### config.mk
export PLATFORM = sky130hd
export DESIGN_NAME = round_robin_thread_scheduler
export DESIGN_NICKNAME = d
export VERILOG_FILES = /design/src/rtl/rrts_pkg.sv /design/src/rtl/round_robin_thread_scheduler.sv
export VERILOG_INCLUDE_DIRS = /design/src /design/src/rtl
export SDC_FILE = /design/constraint.sdc
export NUM_CORES = 1
export LEC_CHECK = 0
export BUFFER_PORTS_ARGS = -buffer_cell sky130_fd_sc_hd__buf_2
export CORE_MARGIN = 1
export CORE_UTILIZATION = 29
export CTS_CLUSTER_DIAMETER = 30
export DETAILED_ROUTE_END_ITERATION = 6
export SYNTH_ARGS = -nofsm -noshare
export SYNTH_HDL_FRONTEND = slang
export SYNTH_SLANG_ARGS = --single-unit
### constraint.sdc
create_clock -name clock -period 7.05 [get_ports clock]
set_input_delay 1.41 -clock clock [delete_from_list [all_inputs] [get_ports clock]]
set_output_delay 1.41 -clock clock [all_outputs]
set_load 0.03 [all_outputs]
### src/rtl/round_robin_thread_scheduler_assert.svh
// Assertion macros for the round-robin thread scheduler.
// Depends on nothing; included inside module bodies that check their own logic.
`ifndef ROUND_ROBIN_THREAD_SCHEDULER_ASSERT_SVH
`define ROUND_ROBIN_THREAD_SCHEDULER_ASSERT_SVH

// Same-cycle implication, disabled while reset is high.
`define RRTS_ASSERT_NOW(label, clk, rst, ante, cons) \
   label: assert property (@(posedge clk) disable iff (rst) (ante) |-> (cons)) \
      else $error("scheduler check failed");

// Next-cycle implication, disabled while reset is high.
`define RRTS_ASSERT_NEXT(label, clk, rst, ante, cons) \
   label: assert property (@(posedge clk) disable iff (rst) (ante) |=> (cons)) \
      else $error("scheduler check failed");

`endif

### src/rtl/rrts_pkg.sv
// Shared types and constants for the round-robin thread scheduler.
// Depends on nothing; imported by the scheduler top level.
package rrts_pkg;

   typedef struct packed {
      logic [1:0]  action;
      logic [15:0] stack_size;
      logic [31:0] saved_sp;
   } req_type;

   typedef struct packed {
      logic [1:0]  status;
      logic [2:0]  created_thread;
      logic [31:0] created_stack_top;
      logic [2:0]  next_thread;
      logic [31:0] next_context_sp;
   } rsp_type;

   // Request action codes.
   localparam logic [1:0] ACT_START = 2'd0;
   localparam logic [1:0] ACT_RUN   = 2'd1;
   localparam logic [1:0] ACT_EXIT  = 2'd2;
   localparam logic [1:0] ACT_NONE  = 2'd3;

   // Result status codes.
   localparam logic [1:0] STAT_OK     = 2'd0;
   localparam logic [1:0] STAT_NOSLOT = 2'd1;
   localparam logic [1:0] STAT_DOWN   = 2'd2;

   // Size of the saved register frame below a new thread's stack top.
   localparam logic [31:0] CTX_FRAME_BYTES = 32'd36;

   typedef enum logic [2:0] {
      ST_IDLE,
      ST_EXEC,
      ST_NEWT,
      ST_HEAD,
      ST_CTX,
      ST_LOAD
   } state_type;

endpackage

### src/rtl/round_robin_thread_scheduler.sv
// Round-robin thread scheduler: a start or system-down result is loaded right after the
// execute state, exit, no-slot run or idle action after the head and context reads, a
// creating run after the new-thread state too; a new request is taken only when idle.
// A finished result waits in an output register while the next request is taken.
// Reset (synchronous, active high) frees all slots, empties the queue, clears
// stack_base and leaves the system down until a start request.
module round_robin_thread_scheduler #(
   parameter int THREAD_SLOTS = 6
) (
   input  logic             clock,
   input  logic             reset,
   input  logic             req_valid,
   output logic             req_ready,
   input  rrts_pkg::req_type req_data,
   output logic             rsp_valid,
   input  logic             rsp_ready,
   output rrts_pkg::rsp_type rsp_data,
   input  logic             csr_write_enable,
   input  logic [31:0]      csr_write_data
);
   import rrts_pkg::*;

   // Slot index, queue count and wrap-sum widths.
   localparam int IW = (THREAD_SLOTS > 1) ? $clog2(THREAD_SLOTS) : 1;
   localparam int CW = $clog2(THREAD_SLOTS + 1);
   localparam int SW = CW + 1;

   // Queue position after a head index plus an offset, wrapped once.
   function automatic logic [IW-1:0] wrap_add(input logic [IW-1:0] a,
                                             input logic [CW-1:0] b);
      logic [SW-1:0] s;
      s = SW'(a) + SW'(b);
      if (s >= SW'(THREAD_SLOTS)) begin
         s = s - SW'(THREAD_SLOTS);
      end
      return IW'(s);
   endfunction

   // Control state.
   state_type           state_ff, state_in;
   logic [THREAD_SLOTS-1:0] slot_use_ff, slot_use_in;
   logic [IW-1:0]       head_ff, head_in;
   logic [CW-1:0]       count_ff, count_in;
   logic [31:0]         stack_next_ff, stack_next_in;
   logic                halted_ff, halted_in;
   logic [31:0]         stack_base_ff;
   logic                rsp_valid_ff, rsp_valid_in;

   // Per-request working registers.
   req_type             req_ff;
   rsp_type             res_ff, res_in;
   logic                use_mem_ff, use_mem_in;
   logic [IW-1:0]       new_slot_ff, new_slot_in;
   rsp_type             rsp_data_ff, rsp_data_in;

   // The two memories: the ready queue of slot indexes and the saved contexts.
   logic [IW-1:0]       fifo_mem [THREAD_SLOTS];
   logic [31:0]         ctx_mem  [THREAD_SLOTS];
   logic [IW-1:0]       fifo_rdata_ff;
   logic [31:0]         ctx_rdata_ff;
   logic                fifo_we, fifo_re, ctx_we, ctx_re;
   logic [IW-1:0]       fifo_waddr, fifo_raddr, ctx_waddr, ctx_raddr;
   logic [IW-1:0]       fifo_wdata;
   logic [31:0]         ctx_wdata;

   // Lowest free slot, searched over the in-use bits.
   logic                free_found;
   logic [IW-1:0]       free_slot;
   logic [IW-1:0]       cur_slot;
   logic [IW-1:0]       head_inc;
   logic [31:0]         start_top;
   logic [31:0]         run_top;
   logic                out_free;

   always_comb begin
      free_found = 1'b0;
      free_slot  = '0;
      for (int i = THREAD_SLOTS - 1; i >= 0; i--) begin
         if (!slot_use_ff[i]) begin
            free_found = 1'b1;
            free_slot  = IW'(i);
         end
      end
   end

   // The head entry was read in the accept cycle, so it is the current thread here.
   assign cur_slot  = fifo_rdata_ff;
   assign head_inc  = (head_ff == IW'(THREAD_SLOTS - 1)) ? '0 : head_ff + 1'b1;
   assign start_top = stack_base_ff + 32'(req_ff.stack_size);
   assign run_top   = stack_next_ff + 32'(req_ff.stack_size);
   assign out_free  = !rsp_valid_ff || rsp_ready;

   assign req_ready = (state_ff == ST_IDLE);
   assign rsp_valid = rsp_valid_ff;
   assign rsp_data  = rsp_data_ff;

   // Next-state logic of the request sequencer.
   always_comb begin
      state_in = state_ff;
      unique case (state_ff)
         ST_IDLE: begin
            if (req_valid) begin
               state_in = ST_EXEC;
            end
         end
         ST_EXEC: begin
            if (req_ff.action == ACT_START || halted_ff) begin
               state_in = ST_LOAD;
            end else begin
               unique case (req_ff.action)
                  ACT_RUN: begin
                     if (free_found) begin
                        state_in = ST_NEWT;
                     end else if (count_ff == CW'(1)) begin
                        state_in = ST_LOAD;
                     end else begin
                        state_in = ST_HEAD;
                     end
                  end
                  ACT_EXIT: begin
                     state_in = (count_ff == CW'(1)) ? ST_LOAD : ST_HEAD;
                  end
                  default: begin
                     state_in = ST_HEAD;
                  end
               endcase
            end
         end
         ST_NEWT: state_in = ST_HEAD;
         ST_HEAD: state_in = ST_CTX;
         ST_CTX:  state_in = ST_LOAD;
         ST_LOAD: begin
            if (out_free) begin
               state_in = ST_IDLE;
            end
         end
         default: state_in = ST_IDLE;
      endcase
   end

   // Datapath and memory control for each sequencer state.
   always_comb begin
      slot_use_in   = slot_use_ff;
      head_in       = head_ff;
      count_in      = count_ff;
      stack_next_in = stack_next_ff;
      halted_in     = halted_ff;
      res_in        = res_ff;
      use_mem_in    = use_mem_ff;
      new_slot_in   = new_slot_ff;
      rsp_data_in   = rsp_data_ff;
      rsp_valid_in  = rsp_valid_ff && !rsp_ready;
      fifo_we       = 1'b0;
      fifo_waddr    = '0;
      fifo_wdata    = '0;
      fifo_re       = 1'b0;
      fifo_raddr    = head_ff;
      ctx_we        = 1'b0;
      ctx_waddr     = '0;
      ctx_wdata     = '0;
      ctx_re        = 1'b0;
      ctx_raddr     = fifo_rdata_ff;

      unique case (state_ff)
         ST_IDLE: begin
            // Fetch the queue head so the current thread is known next cycle.
            fifo_re = 1'b1;
         end
         ST_EXEC: begin
            res_in     = '0;
            use_mem_in = 1'b0;
            if (req_ff.action == ACT_START) begin
               // Start rebuilds the system around thread zero.
               slot_use_in   = '0;
               slot_use_in[0] = 1'b1;
               head_in       = '0;
               count_in      = CW'(1);
               stack_next_in = start_top;
               halted_in     = 1'b0;
               ctx_we        = 1'b1;
               ctx_waddr     = '0;
               ctx_wdata     = start_top - CTX_FRAME_BYTES;
               fifo_we       = 1'b1;
               fifo_waddr    = '0;
               fifo_wdata    = '0;
               res_in.status            = STAT_OK;
               res_in.created_stack_top = start_top;
               res_in.next_context_sp   = start_top - CTX_FRAME_BYTES;
            end else if (halted_ff) begin
               res_in.status = STAT_DOWN;
            end else begin
               unique case (req_ff.action)
                  ACT_RUN: begin
                     // Save the caller's context and take it off the head.
                     ctx_we    = 1'b1;
                     ctx_waddr = cur_slot;
                     ctx_wdata = req_ff.saved_sp;
                     head_in   = head_inc;
                     if (free_found) begin
                        // Caller goes back to the tail; the count stays until
                        // the new thread joins behind it.
                        slot_use_in[free_slot] = 1'b1;
                        stack_next_in = run_top;
                        new_slot_in   = free_slot;
                        fifo_we       = 1'b1;
                        fifo_waddr    = wrap_add(head_ff, count_ff);
                        fifo_wdata    = cur_slot;
                        res_in.status            = STAT_OK;
                        res_in.created_thread    = 3'(free_slot);
                        res_in.created_stack_top = run_top;
                        use_mem_in = 1'b1;
                     end else begin
                        // No slot: the caller is dropped but keeps its slot.
                        count_in = count_ff - 1'b1;
                        if (count_ff == CW'(1)) begin
                           halted_in     = 1'b1;
                           res_in.status = STAT_DOWN;
                        end else begin
                           res_in.status = STAT_NOSLOT;
                           use_mem_in    = 1'b1;
                        end
                     end
                  end
                  ACT_EXIT: begin
                     // The exiting thread's context is never read again.
                     slot_use_in[cur_slot] = 1'b0;
                     head_in  = head_inc;
                     count_in = count_ff - 1'b1;
                     if (count_ff == CW'(1)) begin
                        halted_in     = 1'b1;
                        res_in.status = STAT_DOWN;
                     end else begin
                        use_mem_in = 1'b1;
                     end
                  end
                  default: begin
                     use_mem_in = 1'b1;
                  end
               endcase
            end
         end
         ST_NEWT: begin
            // The new thread's frame and its place behind the caller.
            ctx_we     = 1'b1;
            ctx_waddr  = new_slot_ff;
            ctx_wdata  = stack_next_ff - CTX_FRAME_BYTES;
            fifo_we    = 1'b1;
            fifo_waddr = wrap_add(head_ff, count_ff);
            fifo_wdata = new_slot_ff;
            count_in   = count_ff + 1'b1;
         end
         ST_HEAD: begin
            fifo_re    = 1'b1;
            fifo_raddr = head_ff;
         end
         ST_CTX: begin
            ctx_re    = 1'b1;
            ctx_raddr = fifo_rdata_ff;
         end
         ST_LOAD: begin
            if (out_free) begin
               rsp_data_in  = res_ff;
               rsp_valid_in = 1'b1;
               if (use_mem_ff) begin
                  rsp_data_in.next_thread     = 3'(fifo_rdata_ff);
                  rsp_data_in.next_context_sp = ctx_rdata_ff;
               end
            end
         end
         default: begin
         end
      endcase
   end

   // Memories: one write and one registered read per cycle each.
   always_ff @(posedge clock) begin
      if (fifo_we) begin
         fifo_mem[fifo_waddr] <= fifo_wdata;
      end
      if (fifo_re) begin
         fifo_rdata_ff <= fifo_mem[fifo_raddr];
      end
      if (ctx_we) begin
         ctx_mem[ctx_waddr] <= ctx_wdata;
      end
      if (ctx_re) begin
         ctx_rdata_ff <= ctx_mem[ctx_raddr];
      end
   end

   // Payload registers.
   always_ff @(posedge clock) begin
      if (req_valid && req_ready) begin
         req_ff <= req_data;
      end
      res_ff      <= res_in;
      use_mem_ff  <= use_mem_in;
      new_slot_ff <= new_slot_in;
      rsp_data_ff <= rsp_data_in;
   end

   // Control registers.
   always_ff @(posedge clock) begin
      if (reset) begin
         state_ff      <= ST_IDLE;
         slot_use_ff   <= '0;
         head_ff       <= '0;
         count_ff      <= '0;
         stack_next_ff <= '0;
         halted_ff     <= 1'b1;
         stack_base_ff <= '0;
         rsp_valid_ff  <= 1'b0;
      end else begin
         state_ff      <= state_in;
         slot_use_ff   <= slot_use_in;
         head_ff       <= head_in;
         count_ff      <= count_in;
         stack_next_ff <= stack_next_in;
         halted_ff     <= halted_in;
         rsp_valid_ff  <= rsp_valid_in;
         if (csr_write_enable) begin
            stack_base_ff <= csr_write_data;
         end
      end
   end

`include "round_robin_thread_scheduler_assert.svh"

   // A running system never waits for a request with an empty queue.
   `RRTS_ASSERT_NOW(a_live_queue, clock, reset,
      state_ff == ST_IDLE && !halted_ff, count_ff != '0)
   // Every queued thread holds a slot of its own.
   `RRTS_ASSERT_NOW(a_count_slots, clock, reset,
      1'b1, 32'(count_ff) <= 32'($countones(slot_use_ff)))
   // A result waiting on a stalled output is neither lost nor overwritten.
   `RRTS_ASSERT_NEXT(a_load_hold, clock, reset,
      state_ff == ST_LOAD && rsp_valid_ff && !rsp_ready,
      state_ff == ST_LOAD && $stable(rsp_data_ff))
   // A system-down result never names a thread.
   `RRTS_ASSERT_NOW(a_down_empty, clock, reset,
      rsp_valid_ff && rsp_data_ff.status == STAT_DOWN,
      rsp_data_ff.next_thread == '0 && rsp_data_ff.next_context_sp == '0)

endmodule
## Word level (Yosys, flattened, before mapping)

Memory sizes are Yosys's and may differ from the RTL's. A register that Yosys moved wholly into a read port is not among the register bits.
Index checks and enable logic that the tools add are counted.

| word-level totals | value |
|---|---|
| word-level logic and storage cells | 182 |
| flip-flop bits (word level) | 276 |
| memories | 2 |
| bits in writable memories | 210 |

| operators by class | value |
|---|---|
| add/subtract/negate cells | 9 |
| reduce and logical (&&, ||, !) cells | 26 |
| equality and inequality tests | 16 |
| magnitude comparators | 5 |
| muxes and demuxes | 94 |
| bitwise gates (word level) | 7 |

Memory list:

| memory | depth | width | rd ports | clocked after Yosys merged registers in | wr ports | line | RTL |
|---|---|---|---|---|---|---|---|
| ctx_mem | 6 | 32 | 1 | 1 | 1 | round_robin_thread_scheduler.sv:58 | `logic [31:0] ctx_mem [THREAD_SLOTS];` |
| fifo_mem | 6 | 3 | 1 | 1 | 1 | round_robin_thread_scheduler.sv:57 | `logic [IW-1:0] fifo_mem [THREAD_SLOTS];` |

Operators with widths:

| operator | count |
|---|---|
| two-way mux 32 bit | 12 |
| two-way mux 3 bit | 30 |
| adder 32 x 16 -> 32 bit | 2 |
| one-hot mux 32 bit (2 select lines) | 1 |
| subtractor 32 x 6 -> 32 bit (second input constant) | 2 |
| one-hot mux 3 bit (2 select lines) | 6 |
| two-way mux 1 bit | 29 |
| two-way mux 6 bit | 3 |
| one-hot mux 3 bit (6 select lines) | 1 |
| one-hot mux 6 bit (2 select lines) | 1 |
| AND reduction 4 bit | 3 |
| == test 3 bit (second input constant) | 3 |
| < comparator 3 x 4 -> 1 bit (second input constant) | 2 |
| two-way mux 2 bit | 4 |
| one-hot mux 1 bit (2 select lines) | 4 |
| nonzero test 2 bit | 4 |
| adder 3 x 1 -> 3 bit (second input constant) | 2 |
| AND 6 bit | 1 |
| demux 1 bit (select 3 bit) | 2 |
| == test 3 x 1 -> 1 bit (second input constant) | 2 |
| == test 3 x 2 -> 1 bit (second input constant) | 2 |
| greater-or-equal comparator 3 x 1 -> 1 bit (second input constant) | 2 |
| inequality test 3 bit (second input constant) | 2 |
| inverter 6 bit | 1 |
| other kinds (24) | 36 |

## Longest topological paths before layout

| logic depth | value |
|---|---|
| depth in word-level cells | 15 |
| mapped depth | 15 |
| depth with buffers taken out | 14 |

## Worst setup path after synthesis

No wires, ideal clock.

| path | value |
|---|---|
| path type | reg2reg |
| start | reg state_ff[0] |
| end | mem ctx_mem[4][0], enable pin |
| data arrival time | 6.361 ns |
| buffers on the path | 3 |
| cell stages (with the launch flop) | 8 |
| slack | 0.222 ns |
| library setup time | 0.468 ns |
| clock period less this slack | 6.828 ns |
| path through | dfxtp_1 -> clkbuf_1 -> or3b_2 -> clkbuf_1 -> inv_1 -> buf_1 -> o22ai_1 -> nor3b_1 |

| on the way | value |
|---|---|
| cells in the longest elaborated chain, start to end | 4 |

RTL lines:

| element | line | RTL |
|---|---|---|
| start, declared | round_robin_thread_scheduler.sv:40 | `state_type state_ff, state_in;` |
| start signal, assigned | round_robin_thread_scheduler.sv:314 | `state_ff <= state_in;` |
| == test 3 x 2 -> 1 bit or == test 3 x 1 -> 1 bit (tied branches) | round_robin_thread_scheduler.sv:164 | `unique case (state_ff)` |
| one-hot mux 1 bit (2 select lines) | round_robin_thread_scheduler.sv:164 |  |
| two-way mux 1 bit | round_robin_thread_scheduler.sv:283 | `if (ctx_we) begin` |
| two-way mux 1 bit (not written as such) | round_robin_thread_scheduler.sv:284 | `ctx_mem[ctx_waddr] <= ctx_wdata;` |
| end, declared | round_robin_thread_scheduler.sv:58 |  |

Several ways; a longest one is shown, not always the timed one.

## Final worst setup path

| path | value |
|---|---|
| start | reg req_ff[32] in the netlist's numbering |
| end | mem ctx_mem[1][27] (data pin) |

| on the way | value |
|---|---|
| cells in the longest elaborated chain, start to end | 4 |

RTL lines:

| element | line | RTL |
|---|---|---|
| start, declared | round_robin_thread_scheduler.sv:50 | `req_type req_ff;` |
| start signal, assigned | round_robin_thread_scheduler.sv:294 | `req_ff <= req_data;` |
| adder 32 x 16 -> 32 bit | round_robin_thread_scheduler.sv:89 | `assign start_top = stack_base_ff + 32'(req_ff.stack_size);` |
| subtractor 32 x 6 -> 32 bit | round_robin_thread_scheduler.sv:182 | `ctx_wdata = start_top - CTX_FRAME_BYTES;` |
| two-way mux 32 bit | round_robin_thread_scheduler.sv:172 | `if (req_ff.action == ACT_START) begin` |
| one-hot mux 32 bit (2 select lines) | round_robin_thread_scheduler.sv:164 |  |
| net ctx_wdata[27] | round_robin_thread_scheduler.sv:64 | `logic [31:0] ctx_wdata;` |

The timed path passes the listed nets, and every way through them passes these cells.

==> metrics list <==
* CTS tree: done
* Maximum resistive drop on vdd: 0.000224 V
- Worst Clk Skew: 0.0544 ns
- The area growth from synthesis to layout is 23.5%.
* Number of standard cells after synthesis: 1804
- The synthesized design contains 440 enable-type register cells.
- Max-cap check violation count: 0
- In this run the count of I/O pins placed on the die edge is 161.
- Vias after detailed routing: 15.7k
- Measured along the x axis, the die boundary spans 288 um.
- Final critical delay including setup and external delays: 4.68 ns
- Vias per Instance: 4.99
- Count of antenna-violating nets left after detailed routing: 0
* Part of the Yosys area used for sequential elements: 62.5%
* Count of warnings emitted by yosys: 0
- The total count of max-transition violations in the final report came to 0.
- The initial antenna violation count was 12.
- The die is 288 um tall.
- Counting every sink on the clock net gives approximately 520.
- Synthesis inferred 521 register bits.
* Placeable core region: 80800 um2
* Cell type group with the largest total delay on the critical path: compound AO/OA/AOI/OAI gates
- Once the clock tree was built, the resizer swapped 0 gates to a different size.
- Counting both buffers and inverters, the worst setup path holds a total of 1.
* CP cell instances: ha_1, inv_1, fa_1, nor2b_1, o2111a_1, o21ai_0, a21oi_1, a2111oi_0, o31ai_1, a21o_1, nor3_1, xor2_1, o21ai_0
* Per-instance average area after synthesis: 13.2 um2
- Slowest library cell on the worst path: sky130_fd_sc_hd__o31ai_1
- Once the clock tree was built, the setup fixing pass inserted 0 buffers.
* Slowest Stage Delay on Critical Path: 0.57 ns
- Global routing used 15.7% of the available tracks across all layers.
- In the routed design, unresolved DRC markers number 9.
* Detailed placer's ending HPWL: 44.9 mm
- Hold buffer count at CTS: 0
- The first global-routing pass estimated 98.0 mm of wire.
- For this run, the detailed router's first-pass iteration total came to 7.
- CTS built an H-tree with a depth of 3.
- Critical Path Start Type: flip-flop
- Unrepaired setup endpoints after global routing: no
* Largest net degree at the start of global routing: 83
- The number of global-route vias before repair was 15.6k.
- Worst r2r src: req_ff[32]
- Clock buffer count from CTS: ~110
* Post-route fraction of the period consumed by the critical path: between 60% and 70%
* Most Frequent Cell on Critical Path: sky130_fd_sc_hd__o21ai_0
* Required time of the critical path: 7.38 ns
- Average wire per cell in the routed design: 20.9 um
* Skew-Pair Late Insertion Delay: roughly 0.66 ns
* Area of the multi-input gates: approximately 8400 um2
* Grt total ovfl: 0
- Setup violations remaining at the end of the flow were counted as 0.
- STA classifies the critical path endpoint as a flip-flop.
- Initial standard-cell utilization of the core: 29.4%
- Measured on the finished design, the core utilization comes to a little over a third.
* Clock buffer depth: 3
- Worst setup path startpoint: req_ff[32]
* FF+latch area: around 15000 um2
* Worst-path clk slew: roughly 0.05 ns
- Synthesis produced a netlist with a net count of 1939.
* Launch point of the worst hold path: res_ff[41]
- The cell sitting at the root of the clock tree is a sky130_fd_sc_hd__clkbuf_16.
- The most used flip-flop cell after synthesis is sky130_fd_sc_hd__edfxtp_1.
* Count of port buffers added during placement: 160
* F_max: 0.214 GHz
* Post-route total power: between 9000 and 10000 uW
- Worst reg-to-reg setup slack: around 2.4 ns
- The min-delay analysis places its worst path in the category flip-flop to flip-flop.
- The floorplan has 104 rows.
* Worst slew margin relative to its limit: approximately 29%
* Netlist area before placement: 23700 um2
* Violated checks: design-rule violations
* Leakage power: 0.0104 uW
* Final-layout setup total negative slack: 0 ns
- For this block, the routed nets add up to about 66 mm of wire.
- Pwr Density: 326 nW/um2
* Filler Cells Inserted: 7666
- The die covers 83000 um2.
- The post-route netlist has 25.3% of its cells at a drive strength greater than 1.
* Status: complete, but fails checks
* Worst-path maximum fanout: 8
* Classification of the worst setup path: flip-flop to flip-flop
- Final-stage net count: 2126
- The number of failing hold endpoints at the final stage came to 0.
* Cell variety after synth: 76
* Slew of the pin with the lowest slew margin: 1.06 ns
- For this block, the initial DRC count from the detailed router was 1099.
* Critical Path AT: approximately 5.0 ns
- Routability Congestion: slightly below 0.9
- For this run, asynchronously set or reset flops after synthesis account for 0%.
[layout make-up]
class,count,share of cell area [%]
Timing Repair Buffer,183,3.32
Tap cell,1060,4.52
Clock buffer,118,9.41
Multi-Input combinational cell,1144,28.7
Antenna cell,3,0.0256
Inverter,36,0.465
Clock inverter,81,2.94
Sequential cell,521,50.6
[flip-flops by register name, summed over array words and instances (netlist names)]
signal / count
count_ff: 3
slot_use_ff: 6
res_ff: 69
ctx_raddr: 3
rsp_valid: 1
rsp_data: 72
req_ff: 50
fifo_mem: 18
state_ff: 3
fifo_raddr: 3
use_mem_ff: 1
stack_base_ff: 32
ctx_rdata_ff: 32
new_slot_ff: 3
halted_ff: 1
ctx_mem: 192
stack_next_ff: 32
[logic make-up after synthesis]
logic type / synth area share (%)
DFF: 62.5
adders and majority gates: 2.62
buffers and inverters: 2.25
and+or+nand+nor: 9.57
muxes: 9.61
xor gates and xnor gates: 3.95
AOI/OAI and AO/OA: 9.52
[report_power, final]
group	switching [uW]	internal, uW	total, uW
Combinational	631	358	989
Sequential	85.3	3510	3600
Clock	1730	3220	4950
Total	2450	7090	9540
[cell usage after synthesis (6+ instances only)]
master / instances / share of area, %
sky130_fd_sc_hd__xnor2_1: 57 / 2.1
sky130_fd_sc_hd__nand2_1: 99 / 1.6
sky130_fd_sc_hd__a22oi_1: 20 / 0.63
sky130_fd_sc_hd__a2111oi_0: 6 / 0.22
sky130_fd_sc_hd__clkbuf_1: 86 / 1.4
sky130_fd_sc_hd__a211oi_1: 19 / 0.60
sky130_fd_sc_hd__o21ai_0: 76 / 1.6
sky130_fd_sc_hd__xor2_1: 50 / 1.8
sky130_fd_sc_hd__nand4b_1: 6 / 0.22
sky130_fd_sc_hd__a31oi_1: 16 / 0.42
sky130_fd_sc_hd__ha_1: 45 / 2.4
sky130_fd_sc_hd__mux2_2: 98 / 4.6
sky130_fd_sc_hd__and3_1: 17 / 0.45
sky130_fd_sc_hd__mux4_2: 35 / 3.3
sky130_fd_sc_hd__o211ai_1: 10 / 0.32
sky130_fd_sc_hd__mux2i_1: 39 / 1.6
sky130_fd_sc_hd__a21oi_1: 83 / 1.7
sky130_fd_sc_hd__or3_1: 14 / 0.37
sky130_fd_sc_hd__nor4_1: 15 / 0.40
sky130_fd_sc_hd__nand2b_1: 13 / 0.34
sky130_fd_sc_hd__nor3_1: 36 / 0.76
sky130_fd_sc_hd__and2_1: 22 / 0.58
sky130_fd_sc_hd__o21a_1: 7 / 0.22
sky130_fd_sc_hd__buf_1: 12 / 0.19
sky130_fd_sc_hd__nor2b_1: 12 / 0.32
sky130_fd_sc_hd__a21o_1: 22 / 0.70
sky130_fd_sc_hd__nand3_1: 29 / 0.61
sky130_fd_sc_hd__nand4_1: 10 / 0.26
sky130_fd_sc_hd__a221o_1: 11 / 0.46
sky130_fd_sc_hd__nor2_1: 171 / 2.7
sky130_fd_sc_hd__inv_1: 36 / 0.57
sky130_fd_sc_hd__edfxtp_1: 440 / 56
sky130_fd_sc_hd__dfxtp_1: 81 / 6.8
sky130_fd_sc_hd__o22ai_1: 20 / 0.53
[layout by cell type (no fill, tap or decap), drive strengths merged, types with 12 or more instances in the layout]
cell | netlist | final
clkinv | 0 | 37
mux2 | 98 | 98
o21ai | 81 | 81
and2 | 22 | 22
a31oi | 16 | 16
nor2b | 12 | 12
nor3 | 37 | 37
xor2 | 50 | 50
edfxtp | 440 | 440
and3 | 17 | 17
mux4 | 35 | 35
nand3 | 30 | 30
nand2b | 13 | 13
or3 | 14 | 14
a21o | 22 | 22
ha | 45 | 45
mux2i | 39 | 39
nand2 | 99 | 99
buf | 16 | 183
o22ai | 20 | 20
inv | 36 | 55
a21oi | 83 | 83
nor4 | 16 | 16
a211oi | 21 | 21
clkbuf | 87 | 118
dfxtp | 81 | 81
a22oi | 20 | 20
nor2 | 172 | 172
clkinvlp | 0 | 15
xnor2 | 57 | 57
[metal layers]
layer	part of all wire (%)	up-vias	global-route usage [%]
met1	45	7788	21.2
li1	-	7275	-
met2	46	530	24.9
met3	6.9	107	3.59
met5	0.15	-	0
met4	2.3	14	5.17
[stage by stage]
step           cell area [um2]  cells  setup WS [ns]  hold slack, ns
2_1_floorplan            23700   1804          0.222           0.400
3_3_place_gp             25700   2944           2.70           0.404
3_5_place_dp             25700   2944           2.54           0.405
4_1_cts                  29300   3143           2.48           0.419
5_1_grt                  29300   3146           2.14           0.423
6_report                 29300   3146           2.37           0.420
[worst paths after layout]
kind | end | depth (start not counted)
min | rsp_data[41] | 0
max reg2reg | ctx_mem[1][27] | 13
min reg2reg | rsp_data[41] | 0
max | ctx_mem[1][27] | 13
Power figures use the tool's default switching activity.
